===== config.mk =====
export PLATFORM = sky130hd
export DESIGN_NAME = kssd_ram
export DESIGN_NICKNAME = d
export VERILOG_FILES = /design/src/keyed_sum_table_sorted_dump_top_defines.svh /design/src/kssd_ram.sv
export SDC_FILE = /design/constraint.sdc
export NUM_CORES = 2
export LEC_CHECK = 0
export BUFFER_PORTS_ARGS = -buffer_cell sky130_fd_sc_hd__buf_2
export CAP_MARGIN = 10
export CORE_MARGIN = 3
export CORE_UTILIZATION = 30
export DETAILED_ROUTE_END_ITERATION = 16
export GPL_ROUTABILITY_DRIVEN = 0
export GPL_TIMING_DRIVEN = 1
export SETUP_SLACK_MARGIN = 0.15
export SLEW_MARGIN = 40
export SYNTH_ARGS = -nofsm -noshare
export SYNTH_HDL_FRONTEND = slang
export SYNTH_SLANG_ARGS = --single-unit

===== constraint.sdc =====
create_clock -name clock -period 3.3 [get_ports clock]
set_input_delay 0.165 -clock clock [delete_from_list [all_inputs] [get_ports clock]]
set_output_delay 0.165 -clock clock [all_outputs]
set_load 0.05 [all_outputs]

===== src/keyed_sum_table_sorted_dump_top_defines.svh =====
// Assertion helpers included by the top module to check its own logic.
`ifndef KEYED_SUM_TABLE_SORTED_DUMP_TOP_DEFINES_SVH
`define KEYED_SUM_TABLE_SORTED_DUMP_TOP_DEFINES_SVH

// Condition c must hold in the same cycle as a.
`define KSSD_ASSERT_SAME(label, a, c) \
   label: assert property (@(posedge clock) disable iff (reset) (a) |-> (c)) \
      else $error("assertion failed");

// Condition c must hold in the cycle after a.
`define KSSD_ASSERT_NEXT(label, a, c) \
   label: assert property (@(posedge clock) disable iff (reset) (a) |=> (c)) \
      else $error("assertion failed");

`endif


===== src/kssd_ram.sv =====
`default_nettype none
module kssd_ram #(
   parameter int WIDTH = 32,
   parameter int DEPTH = 64
) (
   input  wire logic                     clock,
   input  wire logic                     wr_en,
   input  wire logic [$clog2(DEPTH)-1:0] wr_addr,
   input  wire logic [WIDTH-1:0]         wr_data,
   input  wire logic                     rd_en,
   input  wire logic [$clog2(DEPTH)-1:0] rd_addr,
   output logic      [WIDTH-1:0]         rd_data
);
   logic [WIDTH-1:0] mem [DEPTH];

   always_ff @(posedge clock) begin
      if (wr_en) begin
         mem[wr_addr] <= wr_data;
      end
      if (rd_en) begin
         rd_data <= mem[rd_addr];
      end
   end
endmodule
`default_nettype wire


* After elaboration in Yosys (flattened, before gate mapping)
Memories as Yosys holds them, arrays and structs flattened. A register that Yosys moved wholly into a read port is not among the register bits. Cells that the tools add are included.
Word-level totals: register bits 0, bits in writable memories 2048, input port bits 47, output and inout bits 32, word-level logic and storage cells 3, memories kept 1
Memories:
- mem | depth 64, bits a word 32, read ports 1, clocked after memory_dff 1, wr ports 1, RTL line kssd_ram.sv:14 | logic [WIDTH-1:0] mem [DEPTH];
Operators by class: mux-type cells 2
Operators with widths (count):
- two-way mux 1 bit | 2

* Logic depth before layout (Yosys ltp)
depth in word-level cells 2, gate-level depth with buffers 10, depth with buffers taken out 5

* Least setup slack after synthesis
Ideal clock, no wire load.
path kind input port to flip-flop, start in wr_addr[3], end mem mem[48][0] (enable), setup time 461 ps, data arrival time 2864 ps, required time 2839 ps, setup slack -25 ps, stages 4, buffers on the path 1, path through clkbuf_1 nor2b_1 nand4b_1 nor3_1
RTL lines:
- start: declaration | RTL line kssd_ram.sv:8 | input wire logic [$clog2(DEPTH)-1:0] wr_addr,
- end: declaration | RTL line kssd_ram.sv:14
Straight into the memory's write port.

==> impl_metrics.json <==
{
  "whs_ns": 0.100,
  "drcViolationCount": 0,
  "grt_pass1_vias": 38000,
  "grt_max_degree": 65,
  "clkLatencyLatePin_ns": 0.85,
  "post-route-period-util_pct": 72.6,
  "relSlewSlack_pct": 39.7,
  "yosys_most_used_dff": "edfxtp_1",
  "synth_seq_cells": 2080,
  "drive_gt1_share_pct": 31.4,
  "grt_setup_unrepaired": "false",
  "worstMarginPinSlew_ns": 0.904,
  "path_class": "flop to flop",
  "synthCells": 3324,
  "final_cell_mix": "2,080 x edfxtp_1, 544 x mux4_2, 225 x buf_4",
  "via_count": 37700,
  "initial_core_util_pct": 30.3,
  "areaGrowthSynthToFinish_pct": 17.1,
  "dp.final_hpwl_mm": 121,
  "die_area_sq_um": 269000,
  "clk_pin_slew_worst_paths_ns": 0.07,
  "synth_edf_count": 2080,
  "htreeDepth": 4,
  "start_kind": "flop",
  "slew_viol_final": 0,
  "post-route-min-period_ns": 2.40,
  "ys_seq_area_share_pct": 79.2,
  "cts_tree": "yes",
  "r2r_cells": 4,
  "path_cells": "mux4_2, mux4_2, o22ai_1, nor2_1",
  "status": "complete, no violations",
  "synthArstFlopShare_pct": 0,
  "syn_area_per_cell_sq_um": 23.7,
  "die_h_um": 519,
  "root_buffer": "clkbuf_16",
  "drt-vias-per-instance": 5.12,
  "hold_viol": 0,
  "syn_nets": 3371,
  "wl_per_cell_um": 28.7,
  "stdcell_area_sq_um": 92300,
  "drv_cap": 0,
  "holdPathStages": 3,
  "fin_skew_ns": 0.0293,
  "p_leak_nw": 28.4,
  "slowest_stage": "o22ai_1",
  "final_common_cell": "edfxtp_1",
  "power.density_nw_per_um2": 596,
  "cp_max_fo": 1,
  "fmax_ghz": 0.417,
  "core_sq_um": 260000,
  "synth_area_sq_um": 78800,
  "hold_class": "input pin to flop",
  "overflow": 0,
  "cts_buffers": 195,
  "slowest_delay_ns": 0.62,
  "die_w_um": 519,
  "arrival_ns": 2.97,
  "std_cell_rows": 187,
  "grt_use_total_pct": 15.5,
  "final_util_pct": 35.5,
  "ant_nets": 0,
  "firstDrtPassIters": 7,
  "io_buffers": 78,
  "pin_count": 79,
  "cp_common_cell": "mux4_2",
  "cts.sinks": 2080,
  "placed_area_sq_um": 85500,
  "ir_drop_v": 0.000538,
  "ys_types": 33,
  "worstSetupEndpointType": "flop",
  "yosys_warnings": 0,
  "cts_max_path_buffers": 3,
  "drtIter0Drc": 4717,
  "postRouteWirelength_mm": 211,
  "nets": 3738,
  "setup_viol": 0,
  "grt_pass1_wl_mm": 298,
  "required_ns": 3.87,
  "tns_ns": 0,
  "antenna_found_initial": 23
}
flip-flops by register name, summed over array words and instances (netlist names):
signal / flops
mem: 2048
rd_data: 32
worst max-delay path: cells and delay by family (launching register included):
kind | cells | cell delay, ns
mux | 2 | 1.04
compound gates | 1 | 0.62
flops | 1 | 0.35
simple gates | 1 | 0.11
cell families after synthesis:
| family | after synthesis | synth area share (%) |
|---|---|---|
| compound gates | 202 | 1.67 |
| flops | 2080 | 79.2 |
| buf+inv | 182 | 1.12 |
| mux | 637 | 16.7 |
| simple gates | 223 | 1.26 |
area by class of cell:
| type | instances | area [sq um] |
|---|---|---|
| multi-input combinational | 1062 | 16000 |
| fill | 23600 | 168000 |
| tap | 3496 | 4370 |
| clock buffer | 236 | 5050 |
| sequential | 2080 | 62500 |
| clock inverter | 127 | 1350 |
| timing repair buffer | 352 | 3090 |
| antenna | 13 | 32.5 |
per-stage QoR:
stage	worst slack, ns	instances	total power, W
after floorplan	0.483	3324	0.0315
after global placement	0.0914	6954	0.0329
after detailed placement	0.0823	6954	0.0330
after CTS	0.882	7349	0.0554
after global routing	0.912	7359	0.0566
final	0.905	7366	0.0550
worst paths after layout:
| kind | startpoint | to | slack (ns) |
|---|---|---|---|
| hold reg to reg | mem[12][20] | rd_data[20] | 0.95 |
| hold / removal | wr_addr[1] | mem[50][11] | 0.10 |
| setup reg to reg | mem[35][12] | rd_data[12] | 0.90 |
| setup / recovery | mem[35][12] | rd_data[12] | 0.90 |
synth_stat cells, types with 7 or more instances:
cell type	instances	area (sq um)
a21oi_1	62	310
a22oi_1	12	90.1
a311oi_1	8	70.1
buf_1	21	78.8
buf_2	57	285
buf_4	25	188
clkbuf_1	74	278
edfxtp_1	2080	62500
mux2i_1	93	931
mux4_2	544	12300
nand2_1	26	97.6
nand2b_1	8	50.1
nor2_1	137	514
nor2b_1	15	93.8
nor3_1	7	35.0
o221ai_1	27	236
o22ai_1	84	526
what timing repair did:
action                    4_1_cts  5_1_grt
setup buffers                   0        0
resized for setup               0        0
hold endpoints to repair     1187       62
hold buffers                   32        2
per-layer routing:
metal  routed length, um  vias up  GRT usage [%]
li1                    -    15100              -
met1               87900    20900           21.7
met2              102000     1545           24.5
met3               15500      252           2.47
met4                6380       10           5.26
met5                  68        -              0
power breakdown:
part           internal [W]  total, W  switching, W
sequential           0.0293    0.0294     0.0000853
combinational       0.00111   0.00306       0.00195
clock                0.0128    0.0226       0.00978
total                0.0432    0.0550        0.0118
(Power assumes the default switching activity.)
